File: src/rtl/cht_ram.sv
// Generic single-write, single-read RAM with registered read data.
module cht_ram #(
    parameter int WIDTH = 8,
    parameter int DEPTH = 16
) (
    input  logic                     clk,
    input  logic                     wr_en,
    input  logic [$clog2(DEPTH)-1:0] wr_addr,
    input  logic [WIDTH-1:0]         wr_data,
    input  logic                     rd_en,
    input  logic [$clog2(DEPTH)-1:0] rd_addr,
    output logic [WIDTH-1:0]         rd_data
);

    logic [WIDTH-1:0] mem [DEPTH];

    always_ff @(posedge clk)
    begin
        if (wr_en)
        begin
            mem[wr_addr] <= wr_data;
        end
        if (rd_en)
        begin
            rd_data <= mem[rd_addr];
        end
    end

endmodule

File: config.mk
export PLATFORM = sky130hd
export DESIGN_NAME = cht_ram
export DESIGN_NICKNAME = d
export VERILOG_FILES = /design/src/rtl/cht_ram.sv
export SDC_FILE = /design/constraint.sdc
export NUM_CORES = 1
export LEC_CHECK = 0
export BUFFER_PORTS_ARGS = -buffer_cell sky130_fd_sc_hd__buf_2
export CORE_MARGIN = 3
export CORE_UTILIZATION = 40
export CTS_CLUSTER_DIAMETER = 40
export DETAILED_ROUTE_END_ITERATION = 6
export PLACE_DENSITY_LB_ADDON = 0.15
export SKIP_LAST_GASP = 1
export SLEW_MARGIN = 20
export SYNTH_ARGS = -nofsm -noshare
export SYNTH_HDL_FRONTEND = slang
export SYNTH_SLANG_ARGS = --single-unit
File: constraint.sdc
create_clock -name clk -period 2.9 [get_ports clk]
set_input_delay 0.725 -clock clk [delete_from_list [all_inputs] [get_ports clk]]
set_output_delay 0.725 -clock clk [all_outputs]
set_load 0.005 [all_outputs]
### After elaboration in Yosys (flattened, before gate mapping)

Memories as Yosys holds them, arrays and structs flattened. A register that Yosys moved wholly into a read port is not among the register bits.
Index checks and enable logic that the tools add are counted.

* add/sub/neg operators: 0
* multiply operators: 0
* div/mod/pow operators: 0
* magnitude comparators: 0
* eq/ne operators: 0
* shifts and indexed selects: 0
* muxes and demuxes: 2
* bitwise logic cells: 0
* reductions and logical operators: 0

Operators with widths (count)
* two-way mux 1 bit: 2

* register bits after elaboration: 0
* bits in latches: 0
* bits in writable memories: 128
* bits in read-only memories: 0
* bits of input ports: 19
* output and inout bits: 8
* memories: 1

Memory list
* mem: depth 16, bits a word 8, rd ports 1, clocked after memory_dff 1, write ports 1, RTL line 15 `logic [WIDTH-1:0] mem [DEPTH];`

### Longest topological paths before layout

Gate-level depths: netlist (run 1).

* depth in word-level cells: 2
* depth in mapped cells: 5
* gate-level depth less buffers: 3

### Worst setup path before layout (run 1)

Ideal clock, no wire load.

* kind: in2reg
* start point: in wr_addr[2]
* end point: mem mem[0][0] (enable)
* arrival time: 1.835 ns
* required time: 2.517 ns
* path slack: 0.682 ns
* stages: 2
* path buffers: 0
* path through: or3b_2 nor3_1

RTL lines
* start: declaration: RTL line 8 `input logic [$clog2(DEPTH)-1:0] wr_addr,`
* end: declaration: RTL line 15

No word-level cell before the write port.

==> metrics.json, run 1 <==
{
  "outcome": {
    "run_status": "completed"
  },
  "floorplan": {
    "start_util_pct": 41.1,
    "die_height_microns": 120,
    "fp.dieW_microns": 120,
    "core.rowCount": 41,
    "total_i_o_pin_count": 27,
    "core_area_sq_um": 12700,
    "floorplan.die_area_sq_um": 14500
  },
  "synth": {
    "synth_top_area_cell": "sky130_fd_sc_hd__edfxtp_1",
    "syn-instance-count": 229,
    "synth_area_leaders": "sky130_fd_sc_hd__edfxtp_1, sky130_fd_sc_hd__mux4_2, sky130_fd_sc_hd__mux4_1",
    "synth_top_area_share_pct": 78.1,
    "synth_enable_flop_cells": 136,
    "synth_area_sq_um": 5230,
    "yosys_most_used_dff": "sky130_fd_sc_hd__edfxtp_1",
    "synth_sequential_area_ratio_pct": 78.1,
    "ys_async_sr_fraction_pct": 0,
    "yosys.cell_count.top_type": "sky130_fd_sc_hd__edfxtp_1",
    "commonest_cells_in_the_netlist": "sky130_fd_sc_hd__edfxtp_1, sky130_fd_sc_hd__mux4_2, sky130_fd_sc_hd__a22oi_1, sky130_fd_sc_hd__mux4_1, sky130_fd_sc_hd__nor2_1",
    "syn_area_per_cell_sq_um": 22.8,
    "ys_types": 18,
    "synth-seq-cells": 136,
    "warnings_synthesis": 0,
    "postSynthNetCount": 248
  },
  "timing": {
    "slew_violations": 0,
    "setup_violations": 0,
    "holdWs_ps": 697,
    "fin_tns_setup_ps": 0,
    "max_freq_ghz": 0.500,
    "grt_setup_unrepaired": "false",
    "final_min_period_over_clock_period_pct": 69.0,
    "finalHoldViolations": 0,
    "timing.slew.headroom_pct": 44.3,
    "skew_ps": 7.67,
    "layout_min_cycle_time_ps": 2000,
    "tightestPinTransition_ps": 833
  },
  "detailed_routing": {
    "detail_route.wirelength_microns": 10100,
    "wl_per_cell_microns": 21.5,
    "drt_pre_antenna_iters": 5,
    "post-route-drc-count": 0,
    "routed_via_density": 5.12,
    "num_vias": 2402,
    "drtAntennaViolNets": 0,
    "drc_marker_count_from_the_first_detailed_route_iteration": 172
  },
  "final_layout": {
    "insertedDiodeCount": 0,
    "post_layout_inst_area_sq_um": 6210,
    "ratio_of_cells_with_drive_above_1_in_the_final_layout_pct": 30.6,
    "layout.area.seq_sq_um": 4080,
    "layout.nets": 303,
    "multi_input_comb_area_sq_um": 1060,
    "synthToLayoutAreaGrowth_pct": 18.8,
    "num-fill-cells": 1071
  },
  "cts": {
    "ctsResizeCount": 0,
    "htree_num_levels": 4,
    "cts-root-buf": "sky130_fd_sc_hd__clkbuf_16",
    "cts.sinks": 136,
    "cts.hold.buffers_added": 0,
    "post_cts.repair.setup_buffers": 0,
    "cts_tree": "done",
    "cts-root-to-sink-buffers": 2,
    "insertion_delay_ps": 400,
    "clk_pin_slew_worst_paths_ps": 60,
    "cts_buffers": 17
  },
  "pwr": {
    "post-layout-total-power_mw": 4.40,
    "max-vdd-ir-drop_mv": 0.373,
    "power.density_cell_area_nw_per_um2": 709,
    "power_leakage_nw": 2.10
  },
  "grt": {
    "grt_max_degree": 33,
    "total_global_routing_track_utilization_pct": 15.3,
    "grt.overflow.total": 0,
    "antenna_violations_before_repair": 0,
    "via_count_of_the_first_global_routing_pass": 2470,
    "wire_length_of_the_first_global_routing_pass_microns": 15700
  },
  "hold_path": {
    "holdCritStartpoint": "rd_en",
    "timing.hold.worst.class": "in2reg",
    "hold_end": "rd_data[5]",
    "holdPathStages": 1
  },
  "worst_setup_path": {
    "timing.critical_path.arrival_ps": 2150,
    "reg2reg_slack_ps": 1360,
    "worst-endpoint-required_ps": 3050,
    "critPathCaptureType": "flip-flop",
    "worstRegToRegCells": 3,
    "worstSetupStartpointType": "input pin",
    "regToRegStartpoint": "mem[1][5]",
    "critical_path.reg2reg.endpoint": "rd_data[5]",
    "top_fanout_value_on_the_critical_path": 30,
    "timing.setup.critical_path_class": "in2reg"
  },
  "placed_design": {
    "detailedPlacementHpwl_microns": 6540,
    "placed_area_sq_um": 5660,
    "place_congestion": 0.705,
    "portBuffers": 26
  },
  "job": {
    "max_cap_viol_count": 0
  }
}
[logic make-up (layout without fill, tap and decap cells)]
family | Yosys count | count (layout) | synth area share, %
AOI/OAI and AO/OA | 16 | 16 | 2.30
buffers and inverters | 10 | 78 | 1.65
DFF | 136 | 136 | 78.1
muxes | 32 | 32 | 14.8
and+or+nand+nor | 35 | 35 | 3.14
[power by group]
group	leakage [nW]	internal (mW)	switching [mW]	total, mW
clock	0.273	1.25	0.725	1.97
sequential	1.24	2.22	0.0112	2.23
combinational	0.589	0.0859	0.114	0.200
[registers in the layout (all words and copies together), names as in the netlist]
signal,flops
rd_data,8
mem,128
[cells in the final DEF (no fill, tap or decap)]
master / instances
sky130_fd_sc_hd__edfxtp_1: 136
sky130_fd_sc_hd__buf_2: 26
sky130_fd_sc_hd__mux4_2: 18
sky130_fd_sc_hd__buf_4: 18
sky130_fd_sc_hd__clkbuf_16: 17
sky130_fd_sc_hd__a22oi_1: 16
sky130_fd_sc_hd__mux4_1: 14
sky130_fd_sc_hd__nor2_1: 13
sky130_fd_sc_hd__nand2_1: 9
sky130_fd_sc_hd__clkinv_2: 6
sky130_fd_sc_hd__nor3_1: 4
sky130_fd_sc_hd__clkbuf_1: 4
sky130_fd_sc_hd__nand3b_1: 2
sky130_fd_sc_hd__nand2b_1: 2
sky130_fd_sc_hd__clkinv_1: 2
sky130_fd_sc_hd__bufinv_16: 2
sky130_fd_sc_hd__buf_12: 2
sky130_fd_sc_hd__nor2b_1: 1
sky130_fd_sc_hd__and2_1: 1
sky130_fd_sc_hd__and2b_1: 1
sky130_fd_sc_hd__nand3_1: 1
sky130_fd_sc_hd__or3b_2: 1
sky130_fd_sc_hd__clkinv_4: 1
[layer usage]
layer	vias up	global-route usage, %	part of all wire (%)
li1	1090	-	-
met2	53	22.3	47
met1	1252	22.4	48
met3	7	4.72	3.8
met4	0	4.67	1.0
met5	-	0	0
[cell type report]
type	instances	area share, %
flip-flops and latches	136	65.8
multi-input cells	83	17.0
clock buffers	21	7.09
repair buffers	46	4.92
well taps	172	3.47
clock inverters	11	1.71
[stage by stage]
stage	utilization (%)	std cells	setup slack, ps
floorplan	-	229	682
global placement	44.5	437	490
detailed placement	44.5	437	488
CTS	48.8	469	921
global route	48.8	469	826
finish	48.8	469	900
[worst max path at each step]
stage | startpoint | to | cells after the start
after CTS | rd_addr[0] | rd_data[3] | 5
after detailed placement | rd_addr[0] | rd_data[3] | 5
after global placement | rd_addr[0] | rd_data[3] | 5
after global routing | rd_addr[0] | rd_data[3] | 5
after floorplan | wr_addr[2] | mem[0][0] | 2
final | rd_addr[0] | rd_data[3] | 5
[worst max-delay path, stage by stage]
cell and delay [ps]:
sky130_fd_sc_hd__buf_2 150, sky130_fd_sc_hd__buf_12 260, sky130_fd_sc_hd__mux4_1 580, sky130_fd_sc_hd__a22oi_1 320, sky130_fd_sc_hd__nand2_1 100
Power figures use the tool's default switching activity.
==> run 2, diff against run 1 <==
- clock period: 2.9 -> 1.7 ns (I/O delays scaled with it)
==> run 2 against run 1 <==
Against the previous run: core utilization up 0.69 points; via count rose by 2.7%; register-to-register slack got worse by 1300 ps; critical path depth unchanged; global-route usage is 0.38 points higher; sequential cell count did not move; worst setup slack worse by 830 ps; die area did not move; first-iteration DRC count is 12% higher; clock power up 71%; cell area up 1.4%; clock skew decreased by 1.4 ps; critical endpoint is now rd_data[0]; largest power group unchanged.
==> metrics.json, run 2 (same netlist as run 1, synthesis figures left out) <==
{
  "grt": {
    "total_global_routing_track_utilization": {"value": 15.7, "unit": "%", "change": "+0.38 points"},
    "wire_length_of_the_first_global_routing_pass": {"value": 16000, "unit": "microns", "change": "+2.2%"},
    "grt_max_degree": {"value": 27, "change": "-18%"},
    "antenna_violations_before_repair": {"value": 0, "change": "unchanged"},
    "via_count_of_the_first_global_routing_pass": {"value": 2670, "change": "+8.1%"},
    "grt.overflow.total": {"value": 0, "change": "unchanged"}
  },
  "floorplan": {
    "floorplan.die_area": {"value": 14500, "unit": "sq um", "change": "unchanged"},
    "total_i_o_pin_count": {"value": 27, "change": "unchanged"},
    "core_area": {"value": 12700, "unit": "sq um", "change": "unchanged"},
    "fp.dieW": {"value": 120, "unit": "microns", "change": "unchanged"},
    "die_height": {"value": 120, "unit": "microns", "change": "unchanged"},
    "start_util": {"value": 41.1, "unit": "%", "change": "unchanged"},
    "core.rowCount": {"value": 41, "change": "unchanged"}
  },
  "pwr": {
    "total_switching_power": {"value": 1.48, "unit": "mW", "change": "+74%"},
    "sw_ratio": {"value": 19.6, "unit": "%", "change": "+0.28 points"},
    "cellInternalPower": {"value": 6.06, "unit": "mW", "change": "+71%"},
    "power_leakage": {"value": 2.14, "unit": "nW", "change": "+2.0%"},
    "power.density_cell_area": {"value": 1200, "unit": "nW/um^2", "change": "+69%"},
    "max-vdd-ir-drop": {"value": 0.512, "unit": "mV", "change": "+37%"},
    "clkPwrFrac": {"value": 44.7, "unit": "%", "change": "-0.2 points"},
    "sequentialPowerShare": {"value": 50.4, "unit": "%", "change": "-0.2 points"},
    "pwr-share-comb": {"value": 4.9, "unit": "%", "change": "+0.3 points"}
  },
  "cts": {
    "cts.hold.buffers_added": {"value": 0, "change": "unchanged"},
    "htree_num_levels": {"value": 4, "change": "unchanged"},
    "ctsResizeCount": {"value": 0, "change": "unchanged"},
    "cts_tree": "done",
    "insertion_delay": {"value": 410, "unit": "ps", "change": "about the same"},
    "cts.sinks": {"value": 136, "change": "unchanged"},
    "cts_buffers": {"value": 17, "change": "unchanged"},
    "cts-root-to-sink-buffers": {"value": 2, "change": "unchanged"},
    "clk_pin_slew_worst_paths": {"value": 50, "unit": "ps", "change": "about the same"},
    "cts-root-buf": "sky130_fd_sc_hd__clkbuf_16",
    "post_cts.repair.setup_buffers": {"value": 0, "change": "unchanged"}
  },
  "final_layout": {
    "top_reg_by_flops": "mem",
    "synthToLayoutAreaGrowth_pct": 20.4,
    "final_common_cell": "sky130_fd_sc_hd__edfxtp_1",
    "insertedDiodeCount": {"value": 0, "change": "unchanged"},
    "largest_register_ffs": {"value": 128, "change": "unchanged"},
    "most-common-layout-cells": "sky130_fd_sc_hd__edfxtp_1, sky130_fd_sc_hd__buf_2, sky130_fd_sc_hd__buf_4, sky130_fd_sc_hd__mux4_2, sky130_fd_sc_hd__clkbuf_16",
    "layout_top_registers": "mem: 128 flops, rd_data: 8 flops",
    "ratio_of_cells_with_drive_above_1_in_the_final_layout": {"value": 32.5, "unit": "%", "change": "+1.8 points"},
    "num-fill-cells": {"value": 1081, "change": "+0.93%"},
    "postLayoutCoreUtil": {"value": 49.5, "unit": "%", "change": "+0.69 points"},
    "layout.nets": {"value": 311, "change": "+2.6%"}
  },
  "worst_setup_path": {
    "critPathCaptureType": "flip-flop",
    "regToRegStartpoint": "mem[1][0]",
    "worstRegToRegCells": {"value": 3, "change": "unchanged"},
    "reg2reg_slack": {"value": 100, "unit": "ps", "change": "-1260 ps"},
    "setup.worst_path.start": "rd_addr[0]",
    "timing.setup.critical_path_class": "in2reg",
    "critical_path.reg2reg.endpoint": "rd_data[0]",
    "timing.critical_path.arrival": {"value": 1780, "unit": "ps", "change": "-370 ps"},
    "worst-endpoint-required": {"value": 1850, "unit": "ps", "change": "-1200 ps"},
    "top_fanout_value_on_the_critical_path": {"value": 17, "change": "-43%"},
    "worst_setup_path_endpoint": "rd_data[0]",
    "worstSetupStartpointType": "input pin"
  },
  "placed_design": {
    "detailedPlacementHpwl": {"value": 6610, "unit": "microns", "change": "+0.96%"},
    "place_ws": {"value": -386, "unit": "ps", "change": "-874 ps"},
    "place_congestion": {"value": 0.706, "change": "+0.23%"},
    "portBuffers": {"value": 26, "change": "unchanged"}
  },
  "timing": {
    "grt_setup_unrepaired": "false",
    "max_freq_ghz": 0.614,
    "timing.slew.headroom": {"value": 44.3, "unit": "%", "change": "about the same"},
    "final_min_period_over_clock_period_pct": 95.9,
    "setup_violations": {"value": 0, "change": "unchanged"},
    "skew": {"value": 6.32, "unit": "ps", "change": "-1.36 ps"},
    "finalHoldViolations": {"value": 0, "change": "unchanged"},
    "tightestPinTransition": {"value": 834, "unit": "ps", "change": "+1.46 ps"},
    "holdWs": {"value": 390, "unit": "ps", "change": "-308 ps"},
    "setup_ws": {"value": 70.2, "unit": "ps", "change": "-830 ps"},
    "slew_violations": {"value": 0, "change": "unchanged"},
    "layout_min_cycle_time_ps": 1630
  },
  "detailed_routing": {
    "num_vias": {"value": 2466, "change": "+2.7%"},
    "wl_per_cell": {"value": 21.8, "unit": "microns", "change": "+1.4%"},
    "drtAntennaViolNets": {"value": 0, "change": "unchanged"},
    "post-route-drc-count": {"value": 0, "change": "unchanged"},
    "drt_pre_antenna_iters": {"value": 4, "change": "-1"},
    "routed_via_density": {"value": 5.17, "change": "+0.94%"},
    "detail_route.wirelength": {"value": 10400, "unit": "microns", "change": "+3.1%"},
    "drc_marker_count_from_the_first_detailed_route_iteration": {"value": 193, "change": "+12%"}
  },
  "hold_path": {
    "timing.hold.worst.class": "in2reg"
  },
  "job": {
    "max_cap_viol_count": {"value": 0, "change": "unchanged"}
  },
  "outcome": {
    "run_status": "completed"
  }
}
run 2: cell count changes in the layout (fill, tap and decap cells not counted):
| cell | previous run | this run |
|---|---|---|
| sky130_fd_sc_hd__buf_12 | 2 | 4 |
| sky130_fd_sc_hd__buf_4 | 18 | 24 |
| sky130_fd_sc_hd__clkbuf_1 | 4 | 2 |
| sky130_fd_sc_hd__clkinv_1 | 2 | 5 |
| sky130_fd_sc_hd__clkinv_2 | 6 | 5 |
| sky130_fd_sc_hd__clkinv_4 | 1 | 0 |
| sky130_fd_sc_hd__clkinvlp_4 | 0 | 1 |
| sky130_fd_sc_hd__nor3_1 | 4 | 3 |
| sky130_fd_sc_hd__nor3_2 | 0 | 1 |
run 2: final cells by class:
| cell class | instances | area, sq um | share of cell area (%) |
|---|---|---|---|
| sequential | 136 | 4080 | 64.9 |
| multi-input combinational | 83 | 1060 | 16.9 |
| clock buffer | 19 | 433 | 6.88 |
| timing repair buffer | 54 | 390 | 6.20 |
| tap | 172 | 215 | 3.42 |
| clock inverter | 13 | 111 | 1.77 |
run 2: layer usage:
layer,track usage (%),vias to the layer above,routed length (microns)
met3,4.16,11,516
met4,6.59,0,119
met1,22.6,1287,4890
met2,22.8,57,4870
met5,0,-,0
li1,-,1111,-
run 2: worst min-delay path by stage:
stage | startpoint | end | cells after the start
after floorplan | wr_data[0] | mem[0][0] | 0
after global placement | mem[11][4] | rd_data[4] | 3
after detailed placement | mem[14][5] | rd_data[5] | 3
after CTS | rd_en | rd_data[0] | 1
after global routing | rd_en | rd_data[0] | 1
final | rd_en | rd_data[0] | 1
run 2: power by group through the flow:
stage	clock (mW)	combinational [mW]	sequential [mW]
after floorplan	0	0.193	3.86
final	3.37	0.371	3.80
after global routing	3.61	0.407	3.80
after detailed placement	0	0.380	3.87
after global placement	0	0.376	3.87
after CTS	3.44	0.381	3.80
run 2: critical path, cell delays in order:
cell and delay [ps]:
sky130_fd_sc_hd__buf_2 140, sky130_fd_sc_hd__buf_12 190, sky130_fd_sc_hd__mux4_1 580, sky130_fd_sc_hd__a22oi_1 330, sky130_fd_sc_hd__nand2_1 120
run 2: metrics by stage:
stage	power [mW]	cell area [sq um]	cells	setup TNS, ps
floorplan	4.06	5240	229	-2.89
global route	7.82	6300	477	0
CTS	7.62	6300	477	0
finish	7.54	6300	477	0
detailed placement	4.25	5750	445	-2160
global placement	4.24	5750	445	-2050
