$ cat src/rtl/cht_pkg.sv
// Shared constants, payload types and status codes for the chained hash table.
package cht_pkg;

    localparam int BUCKETS      = 100;
    localparam int POOL_ENTRIES = 256;

    localparam int KEY_W  = 31;
    localparam int VAL_W  = 64;
    localparam int STAT_W = 2;

    localparam int BKT_W = $clog2(BUCKETS);
    localparam int PTR_W = $clog2(POOL_ENTRIES);
    localparam int CNT_W = $clog2(POOL_ENTRIES + 1);

    // remainder unit: quotient = (key * RECIP) >> RECIP_SHIFT, exact for every KEY_W-bit key
    localparam int RECIP_SHIFT = KEY_W + BKT_W;
    localparam int RECIP_W     = KEY_W + 1;
    localparam logic [RECIP_W-1:0] RECIP =
        RECIP_W'(((64'd1 << RECIP_SHIFT) + 64'(BUCKETS) - 64'd1) / 64'(BUCKETS));
    localparam int QUO_W     = KEY_W - BKT_W + 1;
    localparam int MOD_STEPS = 2;
    localparam int MOD_CNT_W = $clog2(MOD_STEPS + 1);

    localparam logic ACT_INSERT = 1'b0;
    localparam logic ACT_LOOKUP = 1'b1;

    localparam logic [STAT_W-1:0] ST_INSERTED  = 2'd0;
    localparam logic [STAT_W-1:0] ST_FOUND     = 2'd1;
    localparam logic [STAT_W-1:0] ST_NOT_FOUND = 2'd2;
    localparam logic [STAT_W-1:0] ST_POOL_FULL = 2'd3;

    typedef struct packed {
        logic             action;
        logic [KEY_W-1:0] key;
        logic [VAL_W-1:0] value;
    } req_t;

    typedef struct packed {
        logic [STAT_W-1:0] status;
        logic [VAL_W-1:0]  found_value;
    } rsp_t;

    typedef struct packed {
        logic             vld;
        logic [PTR_W-1:0] ptr;
    } head_t;

    typedef struct packed {
        logic [KEY_W-1:0] key;
        logic [VAL_W-1:0] value;
        logic             nxt_vld;
        logic [PTR_W-1:0] nxt;
    } entry_t;

endpackage

$ cat src/rtl/cht_mod.sv
// Key-modulo-bucket-count unit: reciprocal multiply, then subtract back.
module cht_mod import cht_pkg::*; (
    input  logic             clk,
    input  logic             rst_n,
    input  logic             start,
    input  logic [KEY_W-1:0] key,
    output logic             ready,
    output logic [BKT_W-1:0] bucket
);

    localparam int PROD_W = KEY_W + RECIP_W;

    logic [KEY_W-1:0]     key_reg;
    logic [KEY_W-1:0]     key_next;
    logic [QUO_W-1:0]     quo_reg;
    logic [QUO_W-1:0]     quo_next;
    logic [BKT_W-1:0]     rem_reg;
    logic [BKT_W-1:0]     rem_next;
    logic [MOD_CNT_W-1:0] cnt_reg;
    logic [MOD_CNT_W-1:0] cnt_next;
    logic [PROD_W-1:0]    prod;
    logic [BKT_W-1:0]     back;

    // quotient step, then remainder step; the remainder fits in BKT_W bits,
    // so only the low bits of key - quotient * BUCKETS are needed
    always_comb
    begin
        prod = PROD_W'(key_reg) * PROD_W'(RECIP);
        back = key_reg[BKT_W-1:0] - quo_reg[BKT_W-1:0] * BKT_W'(BUCKETS);

        key_next = key_reg;
        quo_next = quo_reg;
        rem_next = rem_reg;
        cnt_next = cnt_reg;
        if (start)
        begin
            key_next = key;
            cnt_next = MOD_CNT_W'(MOD_STEPS);
        end
        else if (cnt_reg == MOD_CNT_W'(MOD_STEPS))
        begin
            quo_next = prod[RECIP_SHIFT +: QUO_W];
            cnt_next = cnt_reg - 1'b1;
        end
        else if (cnt_reg != '0)
        begin
            rem_next = back;
            cnt_next = cnt_reg - 1'b1;
        end
    end

    always_ff @(posedge clk or negedge rst_n)
    begin
        if (!rst_n)
        begin
            cnt_reg <= '0;
        end
        else
        begin
            cnt_reg <= cnt_next;
        end
    end

    always_ff @(posedge clk)
    begin
        key_reg <= key_next;
        quo_reg <= quo_next;
        rem_reg <= rem_next;
    end

    assign ready  = (cnt_reg == '0);
    assign bucket = rem_reg;

endmodule

$ cat config.mk
export PLATFORM = sky130hd
export DESIGN_NAME = cht_mod
export DESIGN_NICKNAME = d
export VERILOG_FILES = /design/src/rtl/cht_pkg.sv /design/src/rtl/cht_mod.sv
export SDC_FILE = /design/constraint.sdc
export NUM_CORES = 1
export LEC_CHECK = 0
export BUFFER_PORTS_ARGS = -buffer_cell sky130_fd_sc_hd__buf_2
export CAP_MARGIN = 20
export CORE_ASPECT_RATIO = 1.25
export CORE_MARGIN = 2
export CORE_UTILIZATION = 55
export DETAILED_ROUTE_END_ITERATION = 16
export PLACE_DENSITY = 0.76
export RECOVER_POWER = 50
export SETUP_SLACK_MARGIN = 0.02
export SYNTH_ARGS = -nofsm -noshare
export SYNTH_HDL_FRONTEND = slang
export SYNTH_SLANG_ARGS = --single-unit
$ cat constraint.sdc
create_clock -name clk -period 7.1 [get_ports clk]
set_input_delay 0.355 -clock clk [delete_from_list [all_inputs] [get_ports clk]]
set_output_delay 0.355 -clock clk [all_outputs]
set_load 0.01 [all_outputs]
## Word level (Yosys, flattened, before mapping)

Cells that the tools add are included.

| word-level totals | value |
|---|---|
| register bits after elaboration | 47 |
| bits of input ports | 34 |
| output and inout port bits | 8 |
| logic and storage cells | 19 |

| operators by class | value |
|---|---|
| $add $sub $neg | 2 |
| $mul | 2 |
| eq/ne operators | 1 |
| mux-type cells | 3 |
| bitwise logic cells | 2 |
| reduce and logical (&&, ||, !) cells | 5 |

Operators by type and width:

| cell | count |
|---|---|
| $mul A31 B31 Y44 const B | 1 |
| $mul A7 B5 Y5 const B | 1 |
| $sub A7 B7 Y7 | 1 |
| $mux W2 | 3 |
| $reduce_and A3 Y1 | 1 |
| $reduce_bool A3 Y1 | 1 |
| $eq A2 B2 Y1 const B | 1 |
| $logic_not A2 Y1 | 1 |
| $not A1 Y1 | 2 |
| $reduce_and A2 Y1 | 1 |
| $reduce_bool A2 Y1 | 1 |
| $sub A2 B1 Y2 const B | 1 |

## Longest topological paths before layout

Gate-level depths: netlist of the first run.

| depth | value |
|---|---|
| depth after elaboration | 4 |
| mapped depth | 23 |
| mapped depth without buffers | 22 |

## Worst setup path after synthesis of the first run

No wires, ideal clock.

| timing | value |
|---|---|
| path type | reg-to-reg |
| start | register key_reg[13] |
| end | register quo_reg[0], data pin |
| library setup time | 0.255 ns |
| arrival time | 5.786 ns |
| data required time | 6.845 ns |
| setup slack | 1.059 ns |
| cell stages (with the launch flop) | 21 |
| buffers on the path | 0 |
| clock period less this slack | 6.041 ns |
| cells stage by stage | edfxtp_1 > ha_1 > inv_1 > fa_1 > inv_1 > fa_1 > inv_1 > fa_1 > inv_1 > fa_1 > fa_1 > fa_1 > fa_1 > ha_1 > a21o_1 > a21o_1 > a21oi_1 > nand2_1 > or3_1 > mux2i_1 > nor2_1 |

| on the way | value |
|---|---|
| cells in the longest elaborated chain, start to end | 1 |

RTL lines:

| element | RTL line | text |
|---|---|---|
| from (decl) | cht_mod.sv:13 | `logic [KEY_W-1:0] key_reg;` |
| from (signal assigned) | cht_mod.sv:66 | `key_reg <= key_next;` |
| $mul A31 B31 Y44 | cht_mod.sv:28 | `prod = PROD_W'(key_reg) * PROD_W'(RECIP);` |
| net prod[38] | cht_mod.sv:21 | `logic [PROD_W-1:0] prod;` |
| to (signal assigned) | cht_mod.sv:67 | `quo_reg <= quo_next;` |
| to (decl) | cht_mod.sv:15 | `logic [QUO_W-1:0] quo_reg;` |

The timed path passes the listed nets, and every way through them passes these cells.
A chain may end at the register's enable or synchronous reset.

## Worst setup path after layout of the first run

| timing | value |
|---|---|
| start | register key_reg[9] |
| end | register quo_reg[4], data pin |

Same word-level chain as after synthesis.

==> flow_summary_export.csv, run 1 <==
group,metric,value,unit
run_status,status,"complete, but fails checks",
run_status,violations,"max-capacitance violations, max-slew violations",
global_route,grt_pass1_wl,53.2,mm
layout,nNetsFinal,1956,
place,gp_congestion,0.999,
setup_path,critPathMostFrequentCell,"fa_1",
place,dpl.hpwl,29.8,mm
drt,antenna_left,0,
flow_run,cap_violations,1,
drt,dr.pass1.iters,5,
drt,vias,8694,
timing,fin_tns_setup,0,ps
clock_network,cts_root_buf,"clkbuf_16",
setup_path,cp-startpoint,"key_reg[9]",
drt,vias_per_cell,5.14,
layout,antenna_cells,0,
timing,tightest_slew,2210,ps
setup_path,cp-start-kind,"register",
clock_network,cts_resized,0,
yosys,synth_cells,1290,
timing,setup_viol,0,
clock_network,clock_latency,320,ps
setup_path,path_buf_inv,4,
yosys,ys_types,37,
timing,finClkSkew,8.41,ps
global_route,track_usage,0.277,
clock_network,cts_tree,"yes",
setup_path,arrival,6870,ps
timing,fmax,0.147,GHz
setup_path,cp_cell_sequence,"ha_1 -> inv_1 -> fa_1 -> inv_1 -> fa_1 -> inv_1 -> fa_1 -> inv_1 -> fa_1 -> fa_1 -> fa_1 -> fa_1 -> ha_1 -> o21a_1 -> o21ai_0 -> o22ai_1 -> a211oi_2 -> o21bai_1 -> xnor2_1",
yosys,synth_area,13600,um^2
drt,wl_per_cell,19.2,um
global_route,gr-total-overflow,0,
layout,largest_reg_flops,31,
die,die_y,180,um
timing,fin_crit_sh,0.961,
layout,drive_gt1_frac,0.0507,
drt,drc,0,
die,boundaryPins,42,
hold_path,worstHoldPathType,"input pin to register",
setup_path,cp_top_family,"adder cells",
timing,finalHoldViolCount,0,
hold_path,min-delay-start,"key[19]",
clock_network,htreeDepth,2,
yosys,synth.avg_cell_area,10.6,um^2
timing,maxSlewViolCount,36,
setup_path,cp-end-kind,"register",
die,core_area,24400,um^2
timing,min_period,6820,ps
clock_network,post-cts-setup-buffers,0,
layout,area_growth,6.76,%
yosys,ys_ff_latch,45,
yosys,ys_seq_area_frac,0.0983,
global_route,grt_start_max_net_pins,36,
setup_path,required,7150,ps
place,io_buffers,41,
drt,drtIter0Drc,459,
setup_path,reg2reg_from,"key_reg[9]",
global_route,grt_pass1_vias,10037,
die,die_x,145,um
setup_path,critPathSlowestCell,"edfxtp_1",
clock_network,cts.clk_slew.worst_paths,70,ps
clock_network,cts.sinks,45,
place,placedCellCount,1682,
setup_path,max_stage_delay,810,ps
setup_path,crit_type,"register to register",
clock_network,cts_buffers,5,
yosys,synth_warnings,0,
clock_network,clockBufferDepth,2,
die,initial_utilization,0.559,
yosys,syn_nets,1886,
die,row_count,64,
timing,rsz0062_at_grt,"no",
drt,routed_wl,32.4,mm
layout,layout.cells.non_filler,1691,
timing,relSlewSlack,-0.474,
setup_path,crit_fanout,10,
timing,whs,207,ps
die,die-area,26100,um^2
global_route,antenna_found_initial,0,
==> cell usage in the layout (no fill, tap or decap), types with 3 or more instances in the layout <==
master,synthesis,final
o211ai_1,4,4
xor2_1,3,3
nand2_1,17,17
inv_1,508,508
o21ai_0,12,12
a21o_1,11,11
fa_1,301,301
nor3_1,7,7
clkbuf_1,0,5
nand2b_1,3,3
nand4_1,8,8
o21a_1,3,3
xnor2_1,28,28
buf_2,1,37
edfxtp_1,43,43
a21oi_1,23,23
nand3_1,13,13
o21ai_1,3,3
buf_4,0,21
ha_1,261,261
a211oi_1,3,3
o22ai_1,3,3
nor2_1,9,9
clkbuf_16,0,5
==> worst paths after layout <==
kind                       cells past startpoint  slack (ps)     endpoint
max                                           19         280   quo_reg[4]
min                                            1         210  key_reg[19]
max reg2reg                                   19         280   quo_reg[4]
min reg2reg                                    2         560   cnt_reg[0]
max in group asynchronous                      2        6600   cnt_reg[1]
min in group asynchronous                      2         370   cnt_reg[0]
==> cell families (layout without fill, tap and decap cells) <==
group                    after synthesis  after routing  share of synthesized area
XOR/XNOR                              31             31                     0.0199
multiplexers                           1              1                   0.000734
flip-flops                            45             45                     0.0983
adder cells (fa/ha/maj)              562            562                      0.681
buffers and inverters                509            580                      0.140
AO/OA/AOI/OAI                         75             75                     0.0350
AND/OR/NAND/NOR                       67             67                     0.0249
==> metal layers <==
layer / wire length [um] / vias up / track usage
met5: 0 / - / 0
met4: 2450 / 0 / 0.174
met3: 1220 / 102 / 0.0292
met2: 16900 / 242 / 0.478
met1: 11800 / 4383 / 0.325
li1: - / 3967 / -
==> synthesized netlist by cell type (all sizes together) <==
cell	count	area (um^2)
nand3	13	65.1
nor3	7	35.0
nor4	3	25.0
and3	2	12.5
nand2b	3	18.8
o21bai	2	15.0
a41oi	1	8.76
o21ai	15	75.1
inv	508	1910
o2111ai	1	8.76
buf	1	5.00
a21oi	23	115
and4	2	17.5
o211ai	4	30.0
ha	261	3270
a31oi	2	12.5
fa	301	6030
or3	2	12.5
mux2i	1	10.0
nand4	8	50.1
o221ai	2	17.5
xor2	3	26.3
dfrtp	2	50.1
nand2	17	63.8
a21boi	2	15.0
a21o	11	82.6
o21a	3	22.5
edfxtp	43	1290
o22ai	3	18.8
xnor2	28	245
a211oi	5	47.5
nor2b	1	6.26
a211o	1	8.76
nor2	9	33.8
==> timing repair <==
action | in CTS | in global routing
hold buffers | 1 | 0
endpoints found under the hold margin | 2 | 0
endpoints found under the setup margin | 0 | 0
==> cell type report <==
class                   instances  area (um^2)
multi-input cells             736        10400
clock inverters                 3         17.5
clock buffers                   5          125
repair buffers                 64          372
flip-flops and latches         45         1340
well taps                     330          413
fillers                      2025         9860
inverters                     508         1910
==> metrics by stage <==
stage | utilization | area, um^2 | worst slack [ps]
final | 0.596 | 14600 | 277
after global routing | 0.596 | 14600 | 71.0
after CTS | 0.597 | 14600 | 314
after detailed placement | 0.591 | 14400 | 369
after global placement | 0.591 | 14400 | 335
after floorplan | - | 13600 | 1060
Power of run 1 is not shown: default switching activity piles up to over one toggle a cycle in this logic, so the estimate is an artifact.
==> run 2, diff against run 1 <==
CORE_ASPECT_RATIO = not set   (was 1.25)
SLEW_MARGIN = 10   (was not set)
==> run 2 against run 1 <==
Critical path type unchanged. Register-to-register slack improved by 30 ps. Die area about the same. The flow still finishes with violations (max-capacitance violations, max-slew violations). Sequential share of layout area about the same.
==> flow_summary_export.csv, run 2 (synthesis gave the netlist of run 1 again) <==
group,metric,value,unit
place,gp_congestion,0.977,
layout,drive_gt1_frac,0.0442,
timing,fin_crit_sh,0.957,
drt,wl_per_cell,19.7,um
timing,finClkSkew,6.52,ps
clock_network,cts_root_buf,"clkbuf_16",
global_route,grt_start_max_net_pins,36,
clock_network,htreeDepth,2,
setup_path,cp_top_family,"adder cells",
timing,setup_viol,0,
drt,routed_wl,33.0,mm
timing,finalHoldViolCount,0,
setup_path,cp_cell_sequence,"clkbuf_1 -> fa_1 -> ha_1 -> fa_1 -> inv_1 -> fa_1 -> inv_1 -> fa_1 -> fa_1 -> fa_1 -> fa_1 -> ha_1 -> a21o_1 -> a21o_1 -> a21oi_1 -> o21ai_0 -> nor4_1 -> o21ai_1 -> xor2_1",
drt,drtIter0Drc,557,
hold_path,worstHoldPathType,"input pin to register",
die,boundaryPins,42,
clock_network,cts.sinks,45,
flow_run,cap_violations,1,
die,core_area,24300,um^2
layout,largest_reg_flops,31,
clock_network,cts_tree,"yes",
setup_path,arrival,6850,ps
timing,fin_tns_setup,0,ps
clock_network,cts_resized,0,
setup_path,cp-start-kind,"register",
clock_network,cts.clk_slew.worst_paths,80,ps
timing,min_period,6800,ps
layout,final_common_cell,"inv_1",
timing,relSlewSlack,-0.515,
run_status,violations,"max-capacitance violations, max-slew violations",
setup_path,critPathSlowestCell,"clkbuf_1",
global_route,track_usage,0.284,
clock_network,cts_buffers,5,
global_route,grt_pass1_wl,55.3,mm
die,die-area,26100,um^2
setup_path,crit_fanout,10,
setup_path,crit_type,"register to register",
global_route,grt_pass1_vias,10036,
setup_path,max_stage_delay,680,ps
die,die_y,162,um
place,io_buffers,41,
setup_path,path_buf_inv,3,
timing,fmax,0.147,GHz
timing,tightest_slew,2270,ps
timing,rsz0062_at_grt,"no",
die,initial_utilization,0.561,
setup_path,crit_cells,19,
hold_path,min_delay_path_depth,1,
clock_network,clock_latency,310,ps
setup_path,reg2reg_depth,19,
setup_path,required,7150,ps
drt,vias,8738,
layout,most-common-layout-cells,"inv_1 (508), fa_1 (301), ha_1 (261), edfxtp_1 (43), buf_2 (36)",
timing,maxSlewViolCount,36,
die,row_count,57,
global_route,gr-total-overflow,0,
drt,vias_per_cell,5.20,
layout,antenna_cells,0,
setup_path,critPathMostFrequentCell,"fa_1",
drt,drc,0,
run_status,status,"complete, but fails checks",
layout,area_growth,6.35,%
drt,antenna_left,0,
setup_path,cp-end-kind,"register",
place,dpl.hpwl,29.9,mm
die,die_x,162,um
global_route,antenna_found_initial,0,
clock_network,clockBufferDepth,2,
drt,dr.pass1.iters,5,
layout,nNetsFinal,1951,
==> run 2: changes by cell type in the layout (fill, tap and decap cells not counted), sizes merged <==
cell      change
buf           -7
clkbuf        +2
clkinv        +1
clkinvlp      -1
==> run 2: final cells by class <==
cell class,instances,area (um^2)
multi-input cells,736,10400
flip-flops and latches,45,1340
well taps,324,405
clock buffers,5,125
fillers,2050,9810
clock inverters,3,12.5
inverters,508,1910
repair buffers,59,329
==> run 2: worst register-to-register path: stages, from the launching register on <==
cell and delay (ps):
edfxtp_1 400, clkbuf_1 680, fa_1 600, ha_1 260, fa_1 390, inv_1 90, fa_1 410, inv_1 90
fa_1 420, fa_1 520, fa_1 430, fa_1 460, ha_1 320, a21o_1 170, a21o_1 160, a21oi_1 230
o21ai_0 200, nor4_1 420, o21ai_1 140, xor2_1 170
==> run 2: metrics by stage <==
stage / instance area, um^2 / hold WS [ps] / util / cells / setup slack (ps)
2_1_floorplan: 13600 / 59.4 / - / 1290 / 1060
3_3_place_gp: 14300 / 139 / 0.590 / 1667 / 322
5_1_grt: 14500 / 214 / 0.597 / 1680 / 32.3
4_1_cts: 14500 / 213 / 0.596 / 1676 / 307
3_5_place_dp: 14300 / 142 / 0.590 / 1667 / 318
6_report: 14500 / 213 / 0.597 / 1680 / 303
==> run 2: worst paths after layout <==
kind | from | end | slack, ps
worst max register to register | key_reg[0] | quo_reg[2] | 300
worst min-delay path | key[16] | key_reg[16] | 210
min in group asynchronous | rst_n | cnt_reg[0] | 350
max in group asynchronous | rst_n | cnt_reg[1] | 6620
worst min register to register | cnt_reg[0] | cnt_reg[0] | 560
worst max-delay path | key_reg[0] | quo_reg[2] | 300
==> run 2: timing repair <==
item                                    CTS  global route
endpoints found under the setup margin    0             1
hold buffers                              1             0
setup buffers                             0             4
hold endpoints to repair                  2             0
==> run 2: layer usage <==
metal	up-vias	track usage	wire, um
met3	67	0.0398	1920
met4	0	0.101	1360
met5	-	0	0
li1	3948	-	-
met2	265	0.466	15700
met1	4458	0.389	14000
Power of run 2 is left out for the same reason.
==> run 3, diff against run 2 <==
PLACE_DENSITY = 0.79   (was 0.76)
clock period = 6.2 ns   (was 7.1 ns; I/O delays follow)
==> run 3 against run 2 <==
The run ends with max-capacitance violations, max-slew violations, negative setup slack left. Worst setup slack got worse by 390 ps. Flip-flop and latch count unchanged. Core utilization increased by 4.8 points. First-iteration DRC count decreased by 22%. Die area unchanged. Cell count increased by 6.1%. Via count increased by 4.5%. Wire length increased by 6.1%. Clock skew increased by 1.9 ps. Critical endpoint unchanged.
==> flow_summary_export.csv, run 3 (synthesis gave the netlist of run 1 again) <==
group,metric,value,unit
drt,drtIter0Drc,437,
clock_network,clockBufferDepth,2,
timing,fin_crit_sh,1.01,
timing,setup_viol,5,
setup_path,max_stage_delay,550,ps
timing,fmax,0.159,GHz
hold_path,worstHoldPathType,"input pin to register",
die,initial_utilization,0.561,
setup_path,cp_cell_sequence,"buf_6 -> ha_1 -> inv_1 -> fa_1 -> inv_2 -> fa_1 -> inv_1 -> fa_1 -> inv_2 -> fa_2 -> fa_1 -> fa_2 -> fa_1 -> ha_4 -> buf_4 -> nand2_4 -> nor3_1 -> nor2_1 -> o21ai_2 -> nor4_2 -> o21ai_1 -> xor2_1",
setup_path,critPathSlowestCell,"fa_1",
setup_path,cp-end-kind,"register",
flow_run,cap_violations,1,
layout,antenna_cells,0,
timing,setup_slack,-86.8,ps
layout,most-common-layout-cells,"inv_1 (494), fa_1 (286), ha_1 (244), buf_4 (109), edfxtp_1 (43)",
clock_network,cts.clk_slew.worst_paths,70,ps
global_route,grt_pass1_wl,56.2,mm
layout,largest_reg_flops,31,
layout,nNetsFinal,2054,
setup_path,reg2reg_from,"key_reg[12]",
place,pre_cts_ws,-238,ps
setup_path,critPathMostFrequentCell,"fa_1",
setup_path,required,6240,ps
global_route,grt_start_max_net_pins,36,
clock_network,cts_buffers,5,
setup_path,crit_type,"register to register",
timing,finalHoldViolCount,0,
drt,dr.pass1.iters,4,
layout,drive_gt1_frac,0.151,
timing,rsz0062_at_grt,"yes",
die,row_count,57,
drt,routed_wl,35.0,mm
setup_path,path_buf_inv,6,
die,die_x,162,um
global_route,antenna_found_initial,0,
setup_path,arrival,6330,ps
setup_path,crit_fanout,3,
drt,vias,9132,
drt,drc,0,
clock_network,cts.sinks,45,
drt,vias_per_cell,5.12,
layout,final_common_cell,"inv_1",
global_route,track_usage,0.290,
timing,min_period,6290,ps
place,placedCellCount,1752,
clock_network,cts_root_buf,"clkbuf_16",
clock_network,htreeDepth,2,
timing,fin_tns_setup,-206,ps
drt,antenna_left,0,
clock_network,cts_tree,"yes",
setup_path,cp-startpoint,"key_reg[12]",
die,core_area,24300,um^2
setup_path,cp_top_family,"adder cells",
die,die_y,162,um
run_status,violations,"max-capacitance violations, max-slew violations, negative setup slack",
timing,finClkSkew,8.44,ps
run_status,status,"complete, but fails checks",
timing,tightest_slew,2340,ps
timing,relSlewSlack,-0.558,
timing,maxSlewViolCount,36,
place,dpl.hpwl,31.2,mm
die,boundaryPins,42,
place,gp_congestion,0.948,
global_route,gr-total-overflow,0,
clock_network,clock_latency,300,ps
hold_path,min-delay-start,"key[12]",
layout,area_growth,15.0,%
die,die-area,26100,um^2
global_route,grt_pass1_vias,10568,
place,io_buffers,41,
drt,wl_per_cell,19.7,um
setup_path,cp-start-kind,"register",
layout,layout.cells.non_filler,1783,
## run 3: cell count changes in the layout (fill, tap and decap cells not counted), sizes merged
cell	before	now
buf	51	147
clkinv	3	0
clkbuf	12	22
## run 3: path summary, 6_finish.rpt
| path | slack, ps | cells after the start | to |
|---|---|---|---|
| max | -90 | 22 | quo_reg[2] |
| min | 180 | 1 | key_reg[12] |
| max reg2reg | -90 | 22 | quo_reg[2] |
| min reg2reg | 560 | 2 | cnt_reg[0] |
| max in group asynchronous | 5750 | 2 | cnt_reg[0] |
| min in group asynchronous | 330 | 2 | cnt_reg[1] |
## run 3: what timing repair did
action | in CTS | in global routing
buffers inserted | 10 | 12
resized for setup | 16 | 57
pin swaps | 7 | 24
setup endpoints to repair | 5 | 5
hold buffers | 1 | 0
endpoints found under the hold margin | 2 | 0
## run 3: worst reg2reg max path, cell delays in order, from the launching register on
cell      delay, ps
edfxtp_1        460
buf_6           170
ha_1            290
inv_1            50
fa_1            510
inv_2            50
fa_1            500
inv_1            50
fa_1            550
inv_2            60
fa_2            530
fa_1            430
fa_2            540
fa_1            450
ha_4            240
buf_4           140
nand2_4          70
nor3_1           50
nor2_1          150
o21ai_2         100
nor4_2          320
o21ai_1         110
xor2_1          180
## run 3: cell type report
type	count	area (um^2)
clock buffer	8	146
fill	1874	8630
inverter	508	1910
multi-input combinational	736	10700
sequential	45	1340
tap	324	405
timing repair buffer	162	1180
## run 3: metrics by stage
| step | util | instance area, um^2 | hold slack, ps |
|---|---|---|---|
| after floorplan | - | 13600 | 14.4 |
| after global placement | 0.619 | 15000 | 94.1 |
| after detailed placement | 0.619 | 15000 | 98.0 |
| after CTS | 0.631 | 15300 | 175 |
| after global routing | 0.645 | 15700 | 175 |
| final | 0.645 | 15700 | 181 |
## run 3: routing by layer
metal  global-route usage  vias up  wire [um]
met5                    0        -          0
met1                0.371     4568      14100
li1                     -     4158          -
met3               0.0645       99       2210
met2                0.473      307      16800
met4                0.139        0       1920
Power of run 3 is left out for the same reason.
